`config.mk`:
```
export PLATFORM = sky130hd
export DESIGN_NAME = console_line_editor_core
export DESIGN_NICKNAME = d
export VERILOG_FILES = /design/src/rtl/cle_pkg.sv /design/src/rtl/cle_ram.sv /design/src/rtl/cle_ctrl.sv /design/src/rtl/cle_emit.sv /design/src/rtl/console_line_editor_core.sv
export SDC_FILE = /design/constraint.sdc
export NUM_CORES = 1
export LEC_CHECK = 0
export BUFFER_PORTS_ARGS = -buffer_cell sky130_fd_sc_hd__buf_2
export CAP_MARGIN = 0
export CORE_UTILIZATION = 50
export CTS_CLUSTER_DIAMETER = 80
export DETAILED_ROUTE_END_ITERATION = 8
export GPL_TIMING_DRIVEN = 1
export PLACE_DENSITY = 0.66
export SLEW_MARGIN = 20
export SYNTH_ARGS = -nofsm -noshare
export SYNTH_HDL_FRONTEND = slang
export SYNTH_HIERARCHICAL = 1
export SYNTH_SLANG_ARGS = --single-unit
```
`constraint.sdc`:
```
create_clock -name clk -period 5.92 [get_ports clk]
set_input_delay 1.184 -clock clk [delete_from_list [all_inputs] [get_ports clk]]
set_output_delay 1.184 -clock clk [all_outputs]
set_load 0.05 [all_outputs]
```
`src/rtl/cle_pkg.sv`:
```
`default_nettype none
package cle_pkg;

  localparam int LenW = 7;

  localparam logic [1:0] CMD_BYTE    = 2'd0;
  localparam logic [1:0] CMD_READ    = 2'd1;
  localparam logic [1:0] CMD_RELEASE = 2'd2;
  localparam logic [1:0] CMD_NONE    = 2'd3;

  localparam logic REG_MAX_LENGTH = 1'b0;
  localparam logic REG_DROP_NP    = 1'b1;

  localparam logic [7:0] CHAR_BS    = 8'd8;
  localparam logic [7:0] CHAR_LF    = 8'd10;
  localparam logic [7:0] CHAR_CR    = 8'd13;
  localparam logic [7:0] CHAR_SPACE = 8'h20;
  localparam logic [7:0] CHAR_TILDE = 8'h7E;
  localparam logic [7:0] CHAR_DEL   = 8'd127;

  // decoded item handed from the control stage to the result stage
  typedef struct packed {
    logic            accepted;
    logic            echo_valid;
    logic [7:0]      echo_byte;
    logic            erase;
    logic            line_ready;
    logic [LenW-1:0] line_length;
    logic            rd_hit;
  } item_t;

endpackage
`default_nettype wire

```
`src/rtl/cle_ram.sv`:
```
`default_nettype none
module cle_ram #(
  parameter int WIDTH = 8,
  parameter int DEPTH = 64
) (
  input  wire logic                                   clk,
  input  wire logic                                   we,
  input  wire logic [(DEPTH > 1 ? $clog2(DEPTH) : 1)-1:0] waddr,
  input  wire logic [WIDTH-1:0]                       wdata,
  input  wire logic                                   re,
  input  wire logic [(DEPTH > 1 ? $clog2(DEPTH) : 1)-1:0] raddr,
  output logic      [WIDTH-1:0]                       rdata
);

  logic [WIDTH-1:0] mem [DEPTH];

  always_ff @(posedge clk) begin
    if (we) begin
      mem[waddr] <= wdata;
    end
    if (re) begin
      rdata <= mem[raddr];
    end
  end

endmodule
`default_nettype wire

```
`src/rtl/cle_ctrl.sv`:
```
`default_nettype none
module cle_ctrl #(
  parameter int LINE_CAPACITY = 64
) (
  input  wire logic                 clk,
  input  wire logic                 rst,
  input  wire logic                 in_fire,
  input  wire logic [1:0]           command,
  input  wire logic [7:0]           data_byte,
  input  wire logic [5:0]           read_index,
  input  wire logic [6:0]           max_length,
  input  wire logic                 drop_np,
  output cle_pkg::item_t            item,
  output logic                      ram_we,
  output logic [(LINE_CAPACITY > 1 ? $clog2(LINE_CAPACITY) : 1)-1:0] ram_waddr,
  output logic [7:0]                ram_wdata,
  output logic                      ram_re,
  output logic [(LINE_CAPACITY > 1 ? $clog2(LINE_CAPACITY) : 1)-1:0] ram_raddr
);
  import cle_pkg::*;

  localparam int AddrW = LINE_CAPACITY > 1 ? $clog2(LINE_CAPACITY) : 1;
  localparam logic [LenW-1:0] CapClip =
    (LINE_CAPACITY > 127) ? 7'd127 : LenW'(LINE_CAPACITY);

  logic [LenW-1:0] fill_pos, fill_pos_next;
  logic            ready_flag, ready_flag_next;
  logic [LenW-1:0] limit;
  logic            printable;
  logic            rd_hit;
  logic            store;

  always_comb begin
    limit     = (max_length > CapClip) ? CapClip : max_length;
    printable = (data_byte >= CHAR_SPACE) && (data_byte <= CHAR_TILDE);
    rd_hit    = ({1'b0, read_index} < fill_pos) && (int'(read_index) < LINE_CAPACITY);

    fill_pos_next   = fill_pos;
    ready_flag_next = ready_flag;
    store           = 1'b0;
    item            = '0;
    item.accepted   = 1'b1;

    unique case (command)
      CMD_READ: begin
        item.rd_hit = rd_hit;
      end
      CMD_RELEASE: begin
        if (ready_flag) begin
          ready_flag_next = 1'b0;
          fill_pos_next   = '0;
        end
      end
      CMD_NONE: begin
      end
      CMD_BYTE: begin
        priority if (ready_flag) begin
          item.accepted = 1'b0;
        end else if (data_byte == CHAR_BS || data_byte == CHAR_DEL) begin
          if (fill_pos != '0) begin
            fill_pos_next   = fill_pos - 7'd1;
            item.erase      = 1'b1;
            item.echo_valid = 1'b1;
            item.echo_byte  = CHAR_BS;
          end
        end else if (data_byte == CHAR_CR) begin
          ready_flag_next = 1'b1;
          item.echo_valid = 1'b1;
          item.echo_byte  = CHAR_LF;
        end else if (data_byte == CHAR_LF) begin
        end else if (!printable && drop_np) begin
        end else if (fill_pos < limit) begin
          store           = 1'b1;
          fill_pos_next   = fill_pos + 7'd1;
          item.echo_valid = printable;
          item.echo_byte  = printable ? data_byte : 8'd0;
        end else begin
          ready_flag_next = 1'b1;
          item.echo_valid = 1'b1;
          item.echo_byte  = CHAR_LF;
        end
      end
      default: begin
      end
    endcase

    item.line_ready  = ready_flag_next;
    item.line_length = fill_pos_next;
  end

  assign ram_we    = in_fire && store;
  assign ram_waddr = AddrW'(fill_pos);
  assign ram_wdata = data_byte;
  assign ram_re    = in_fire && (command == CMD_READ) && rd_hit;
  assign ram_raddr = AddrW'(read_index);

  always_ff @(posedge clk) begin
    if (rst) begin
      fill_pos   <= '0;
      ready_flag <= 1'b0;
    end else if (in_fire) begin
      fill_pos   <= fill_pos_next;
      ready_flag <= ready_flag_next;
    end
  end

  a_release_clears: assert property (@(posedge clk) disable iff (rst)
    in_fire && command == CMD_RELEASE && ready_flag |=> fill_pos == '0 && !ready_flag)
    else $error("release did not clear the line");

  a_no_write_when_ready: assert property (@(posedge clk) disable iff (rst)
    ready_flag |-> !ram_we)
    else $error("line store written while a line is ready");

  a_fill_bounded: assert property (@(posedge clk) disable iff (rst)
    ram_we |-> fill_pos < CapClip)
    else $error("write past line capacity");

endmodule
`default_nettype wire

```
`src/rtl/cle_emit.sv`:
```
`default_nettype none
module cle_emit (
  input  wire logic           clk,
  input  wire logic           rst,
  input  wire logic           in_fire,
  input  wire cle_pkg::item_t item,
  input  wire logic [7:0]     ram_rdata,
  output logic                take,
  output logic                out_valid,
  input  wire logic           out_ready,
  output logic                accepted,
  output logic                echo_valid,
  output logic [7:0]          echo_byte,
  output logic                line_ready,
  output logic [6:0]          line_length,
  output logic [7:0]          read_byte,
  output logic                last
);
  import cle_pkg::*;

  item_t      p_item;
  logic       p_valid;
  logic [1:0] p_step;
  logic       p_last;
  logic       load;
  logic [7:0] p_echo;

  assign p_last = !p_item.erase || (p_step == 2'd2);
  assign load   = p_valid && (!out_valid || out_ready);
  assign take   = !p_valid || (load && p_last);
  assign p_echo = (p_item.erase && p_step == 2'd1) ? CHAR_SPACE :
                  (p_item.erase ? CHAR_BS : p_item.echo_byte);

  always_ff @(posedge clk) begin
    if (rst) begin
      p_valid   <= 1'b0;
      p_step    <= 2'd0;
      out_valid <= 1'b0;
    end else begin
      if (in_fire) begin
        p_valid <= 1'b1;
      end else if (load && p_last) begin
        p_valid <= 1'b0;
      end
      if (in_fire || (load && p_last)) begin
        p_step <= 2'd0;
      end else if (load) begin
        p_step <= p_step + 2'd1;
      end
      if (load) begin
        out_valid <= 1'b1;
      end else if (out_ready) begin
        out_valid <= 1'b0;
      end
    end
  end

  always_ff @(posedge clk) begin
    if (in_fire) begin
      p_item <= item;
    end
    if (load) begin
      accepted    <= p_item.accepted;
      echo_valid  <= p_item.echo_valid;
      echo_byte   <= p_echo;
      line_ready  <= p_item.line_ready;
      line_length <= p_item.line_length;
      read_byte   <= p_item.rd_hit ? ram_rdata : 8'd0;
      last        <= p_last;
    end
  end

  a_step_range: assert property (@(posedge clk) disable iff (rst)
    p_valid && !p_item.erase |-> p_step == 2'd0)
    else $error("single-result item advanced past its result");

  a_erase_holds: assert property (@(posedge clk) disable iff (rst)
    load && !p_last |=> p_valid && p_step != 2'd0)
    else $error("erase item dropped before its final result");

  a_take_only_free: assert property (@(posedge clk) disable iff (rst)
    in_fire |-> take)
    else $error("item accepted while stage busy");

endmodule
`default_nettype wire

```
`src/rtl/console_line_editor_core.sv`:
```
// Console line editor core.
// Input channel (in_valid/in_ready) takes one item per command: a received
// byte, a read of a stored line byte at read_index, or a release of the line.
// Output channel (out_valid/out_ready) returns one result per item, three for
// an erase (BS, space, BS echoes); last marks the final result of an item.
// Config channel (cfg_valid/cfg_ready, always ready) writes max_length
// (index 0) or drop_nonprintable (index 1, data bit 0).
// Items are registered in the result stage, results in the output register.
// Throughput: one item per cycle if out_ready stays high, an erase holds the
// result stage for its three results; the line store is a single-port-write,
// one-read RAM with registered read, so a read of a byte written by the
// previous item is safe. When the receiver stalls, the result register holds
// and one item waits in the result stage; in_ready drops until it drains.
// Reset clears the line length and line-ready flag and restores the config
// registers to 64 and 1; the line store itself is not cleared.
`default_nettype none
module console_line_editor_core #(
  parameter int LINE_CAPACITY = 64
) (
  input  wire logic       clk,
  input  wire logic       rst,
  input  wire logic       in_valid,
  output logic            in_ready,
  input  wire logic [1:0] command,
  input  wire logic [7:0] data_byte,
  input  wire logic [5:0] read_index,
  output logic            out_valid,
  input  wire logic       out_ready,
  output logic            accepted,
  output logic            echo_valid,
  output logic [7:0]      echo_byte,
  output logic            line_ready,
  output logic [6:0]      line_length,
  output logic [7:0]      read_byte,
  output logic            last,
  input  wire logic       cfg_valid,
  output logic            cfg_ready,
  input  wire logic       cfg_index,
  input  wire logic [6:0] cfg_data
);
  import cle_pkg::*;

  localparam int AddrW = LINE_CAPACITY > 1 ? $clog2(LINE_CAPACITY) : 1;

  logic [6:0]       max_length;
  logic             drop_np;
  logic             in_fire;
  item_t            item;
  logic             ram_we;
  logic [AddrW-1:0] ram_waddr;
  logic [7:0]       ram_wdata;
  logic             ram_re;
  logic [AddrW-1:0] ram_raddr;
  logic [7:0]       ram_rdata;

  assign cfg_ready = 1'b1;
  assign in_fire   = in_valid && in_ready;

  always_ff @(posedge clk) begin
    if (rst) begin
      max_length <= 7'd64;
      drop_np    <= 1'b1;
    end else if (cfg_valid) begin
      unique case (cfg_index)
        REG_MAX_LENGTH: max_length <= cfg_data;
        REG_DROP_NP:    drop_np    <= cfg_data[0];
        default: begin
        end
      endcase
    end
  end

  cle_ctrl #(.LINE_CAPACITY(LINE_CAPACITY)) u_ctrl (
    .clk        (clk),
    .rst        (rst),
    .in_fire    (in_fire),
    .command    (command),
    .data_byte  (data_byte),
    .read_index (read_index),
    .max_length (max_length),
    .drop_np    (drop_np),
    .item       (item),
    .ram_we     (ram_we),
    .ram_waddr  (ram_waddr),
    .ram_wdata  (ram_wdata),
    .ram_re     (ram_re),
    .ram_raddr  (ram_raddr)
  );

  cle_ram #(.WIDTH(8), .DEPTH(LINE_CAPACITY)) u_line_ram (
    .clk   (clk),
    .we    (ram_we),
    .waddr (ram_waddr),
    .wdata (ram_wdata),
    .re    (ram_re),
    .raddr (ram_raddr),
    .rdata (ram_rdata)
  );

  cle_emit u_emit (
    .clk         (clk),
    .rst         (rst),
    .in_fire     (in_fire),
    .item        (item),
    .ram_rdata   (ram_rdata),
    .take        (in_ready),
    .out_valid   (out_valid),
    .out_ready   (out_ready),
    .accepted    (accepted),
    .echo_valid  (echo_valid),
    .echo_byte   (echo_byte),
    .line_ready  (line_ready),
    .line_length (line_length),
    .read_byte   (read_byte),
    .last        (last)
  );

endmodule
`default_nettype wire

```
==> flow_summary.yaml <==
run_status:
  outcome: "complete, no violations"
hold_path:
  hold_path_end: "u_emit/line_length[2]$_DFFE_PP_"
  hp-start: "u_emit/p_item[3]$_DFFE_PP_"
  worstHoldPathCells: 0
  hold_class: "flip-flop to flip-flop"
floorplan:
  die_h_um: 221.4
  io_pins: 59
  die_x_um: 221.4
  core_area_mm2: 0.04765
  initial_core_util: 0.5053
  dieArea_mm2: 0.04903
  num_rows: 80
sta:
  fin_crit_sh: 0.7745
  finalSetupTns_ns: 0
  final.min_clock_period_ns: 4.585
  setup_violations: 0
  rsz0062_at_grt: "no"
  slew_headroom: 0.4241
  timing.fmax_mhz: 218.1
  worstMarginPinSlew_ns: 0.8639
  fin_worst_skew_ns: 0.01533
  timing.final.hold_violations: 0
  slew_viol_final: 0
logic_synthesis:
  synthArstFlopShare: 0
  syn-cell-area_mm2: 0.02407
  synth_top_area_frac: 0.7072
  yosysWarnings: 6
  synth_top_cell_by_area: "edfxtp_1"
  ys_types: 83
  avgSynthCellArea_um2: 18.53
  synthCells: 1299
  yosys-top-cells-count: "edfxtp_1 (567), mux4_2 (126), nor2_1 (112), nand2_1 (39), buf_4 (38)"
  synthTopCellsByArea: "edfxtp_1 (71%), mux4_2 (12%), nor2_1 (1.7%), dfxtp_1 (1.7%), buf_4 (1.2%)"
  yosysSeqAreaShare: 0.7239
  synth.most_common_cell: "edfxtp_1"
  ys_ff_latch: 587
  synth-edff-count: 567
  synth_flop_cell: "edfxtp_1"
  syn-num-nets: 1344
critical_path:
  critical_path_class: "input pin to flip-flop"
  crit_arrival_ns: 4.81
  critPathMaxStageDelay_ns: 0.73
  cp_cell_sequence: "buf_2, and4_1, and3b_4, o21a_1, nor4b_4, and3_1, nor2b_1, nand3_1, nor2_1"
  r2r_end: "u_line_ram/mem[14][1]$_DFFE_PP_"
  critPathSlowestCell: "nor2_1"
  critPathLaunchType: "input pin"
  worstRegToRegCells: 9
  timing.rr.start: "u_ctrl/fill_pos[6]$_SDFFE_PP0P_"
  r2r_setup_slack_ns: 1.39
  cp_max_fo: 27
  worst_ep_required_time_ns: 6.14
  critPathCaptureType: "flip-flop"
clock_network:
  root_buffer: "clkbuf_16"
  clkTransAtPathRegs_ns: 0.06
  cts_max_level: 2
  holdBufCountCts: 0
  max-clock-path-buffers: 3
  cts_tree: "done"
  clock-sinks: 587
  cts_setup_buffers: 0
  cts_resized: 0
  cts_buffers: 58
  clk_latency_ns: 0.60
global_routing:
  grt_pass1_vias: 12760
  gr-total-overflow: 0
  grt_max_degree: 67
  antenna_found_initial: 0
  track_usage: 0.2349
  grt_pass1_wl_mm: 84.33
routing:
  vias: 12670
  drt_first_iter_violations: 1464
  post-route-drc-count: 0
  viasPerCell: 6.252
  wl_per_cell_um: 27.92
  dr.pass1.iters: 6
  routed_wirelength_mm: 56.60
  drtAntennaViolNets: 0
layout:
  nFillCells: 3551
  drive_gt1_frac: 0.2436
  fin_util: 0.5623
  synthToLayoutAreaGrowth_pct: 11.29
  layout.nets: 1416
  antenna_cells: 0
pwr:
  p_leak_uw: 0.008579
  power_density_mw_per_mm2: 326.5
  vdd_drop_max_mv: 0.2581
place:
  dp_hpwl_mm: 34.98
  place_congestion: 0.9321
  numPortBuffers: 57
flow_run:
  drv_cap: 0
[flip-flops by register name, indices dropped and copies added, names as in the netlist, 2 cells and up]
| register | count |
|---|---|
| u_ctrl/fill_pos | 7 |
| u_emit/p_step | 2 |
| u_line_ram/mem | 512 |
| u_emit/p_item | 20 |
| u_emit/read_byte | 8 |
| u_line_ram/rdata | 8 |
| max_length | 7 |
| u_emit/line_length | 7 |
| u_emit/echo_byte | 8 |
[worst max-delay path, delay by kind of cell]
| family | cells | cell delay [ns] |
|---|---|---|
| compound gates | 1 | 0.32 |
| buf+inv | 1 | 0.28 |
| simple gates | 7 | 3.02 |
[layout by cell type, fill, tap and decap left out, drive strengths merged, types with 4 or more instances in the layout]
cell,count
a31oi,9
o221ai,8
a211oi,8
and2,17
mux2,14
nor4,8
o21ai,27
a2111oi,5
dfxtp,20
inv,24
clkinv,19
and3,4
nand4bb,6
and2b,6
nor2b,17
o2111ai,4
bufinv,6
a22oi,4
a21oi,21
buf,94
mux4,126
nand2,39
o21a,5
nand3,20
o22ai,9
a221oi,6
a21o,4
ha,16
mux2i,27
nand2b,17
nor2,112
edfxtp,567
clkbuf,72
nor3,14
[logic make-up (layout without fill, tap and decap cells)]
family | count (synthesis) | in the layout | share of synthesized area
DFF | 587 | 587 | 0.7239
and+or+nand+nor | 277 | 277 | 0.06107
muxes | 167 | 167 | 0.1356
AOI/OAI and AO/OA | 144 | 144 | 0.04413
buffers and inverters | 103 | 216 | 0.02557
adders and majority gates | 16 | 16 | 0.008315
xor gates and xnor gates | 3 | 3 | 0.001092
other | 2 | 2 | 0.0003120
[layout make-up]
type | count | area, µm² | area share
flip-flops and latches | 587 | 17430 | 0.6504
multi-input cells | 609 | 6037 | 0.2253
clock buffers | 71 | 1563 | 0.05833
well taps | 615 | 769.5 | 0.02872
repair buffers | 95 | 596.8 | 0.02228
clock inverters | 30 | 325.3 | 0.01214
inverters | 20 | 75.07 | 0.002802
[layer usage]
metal,track usage,up-vias,part of all wire
met5,0,-,0
met4,0.06765,0,0.025
met3,0.03917,100,0.074
met2,0.3885,610,0.50
met1,0.3241,6578,0.40
li1,-,5384,-
[report_power, final]
group | switching [µW] | internal, µW | total, µW
logic | 336 | 171 | 507
registers | 15.7 | 4590 | 4600
clock network | 1510 | 2130 | 3640
total | 1860 | 6890 | 8750
[metrics by stage]
| step | power (µW) | std cells | setup WS (ns) | cell area (µm²) | hold WS (ns) |
|---|---|---|---|---|---|
| after floorplan | 5029 | 1299 | 1.181 | 24070 | 0.4003 |
| after global placement | 5192 | 1926 | 0.8519 | 24910 | 0.4019 |
| after detailed placement | 5198 | 1926 | 0.7536 | 24910 | 0.4057 |
| after CTS | 8814 | 2027 | 1.390 | 26790 | 0.4200 |
| after global routing | 8996 | 2027 | 1.117 | 26790 | 0.4317 |
| final | 8749 | 2027 | 1.335 | 26790 | 0.4193 |
[how the worst max path moves through the flow]
| stage | slack [ns] | to | from | cells past startpoint |
|---|---|---|---|---|
| after floorplan | 1.18 | u_line_ram/mem[62][0]$_DFFE_PP_ | out_ready | 8 |
| after global placement | 0.85 | u_line_ram/mem[46][2]$_DFFE_PP_ | data_byte[0] | 9 |
| after detailed placement | 0.75 | u_line_ram/mem[14][3]$_DFFE_PP_ | data_byte[0] | 9 |
| after CTS | 1.39 | u_line_ram/mem[14][1]$_DFFE_PP_ | data_byte[0] | 9 |
| after global routing | 1.12 | u_line_ram/mem[46][7]$_DFFE_PP_ | max_length[6]$_SDFFE_PP1P_ | 11 |
| final | 1.34 | u_line_ram/mem[14][1]$_DFFE_PP_ | data_byte[0] | 9 |
No activity file was read; power rests on OpenSTA's default activity.
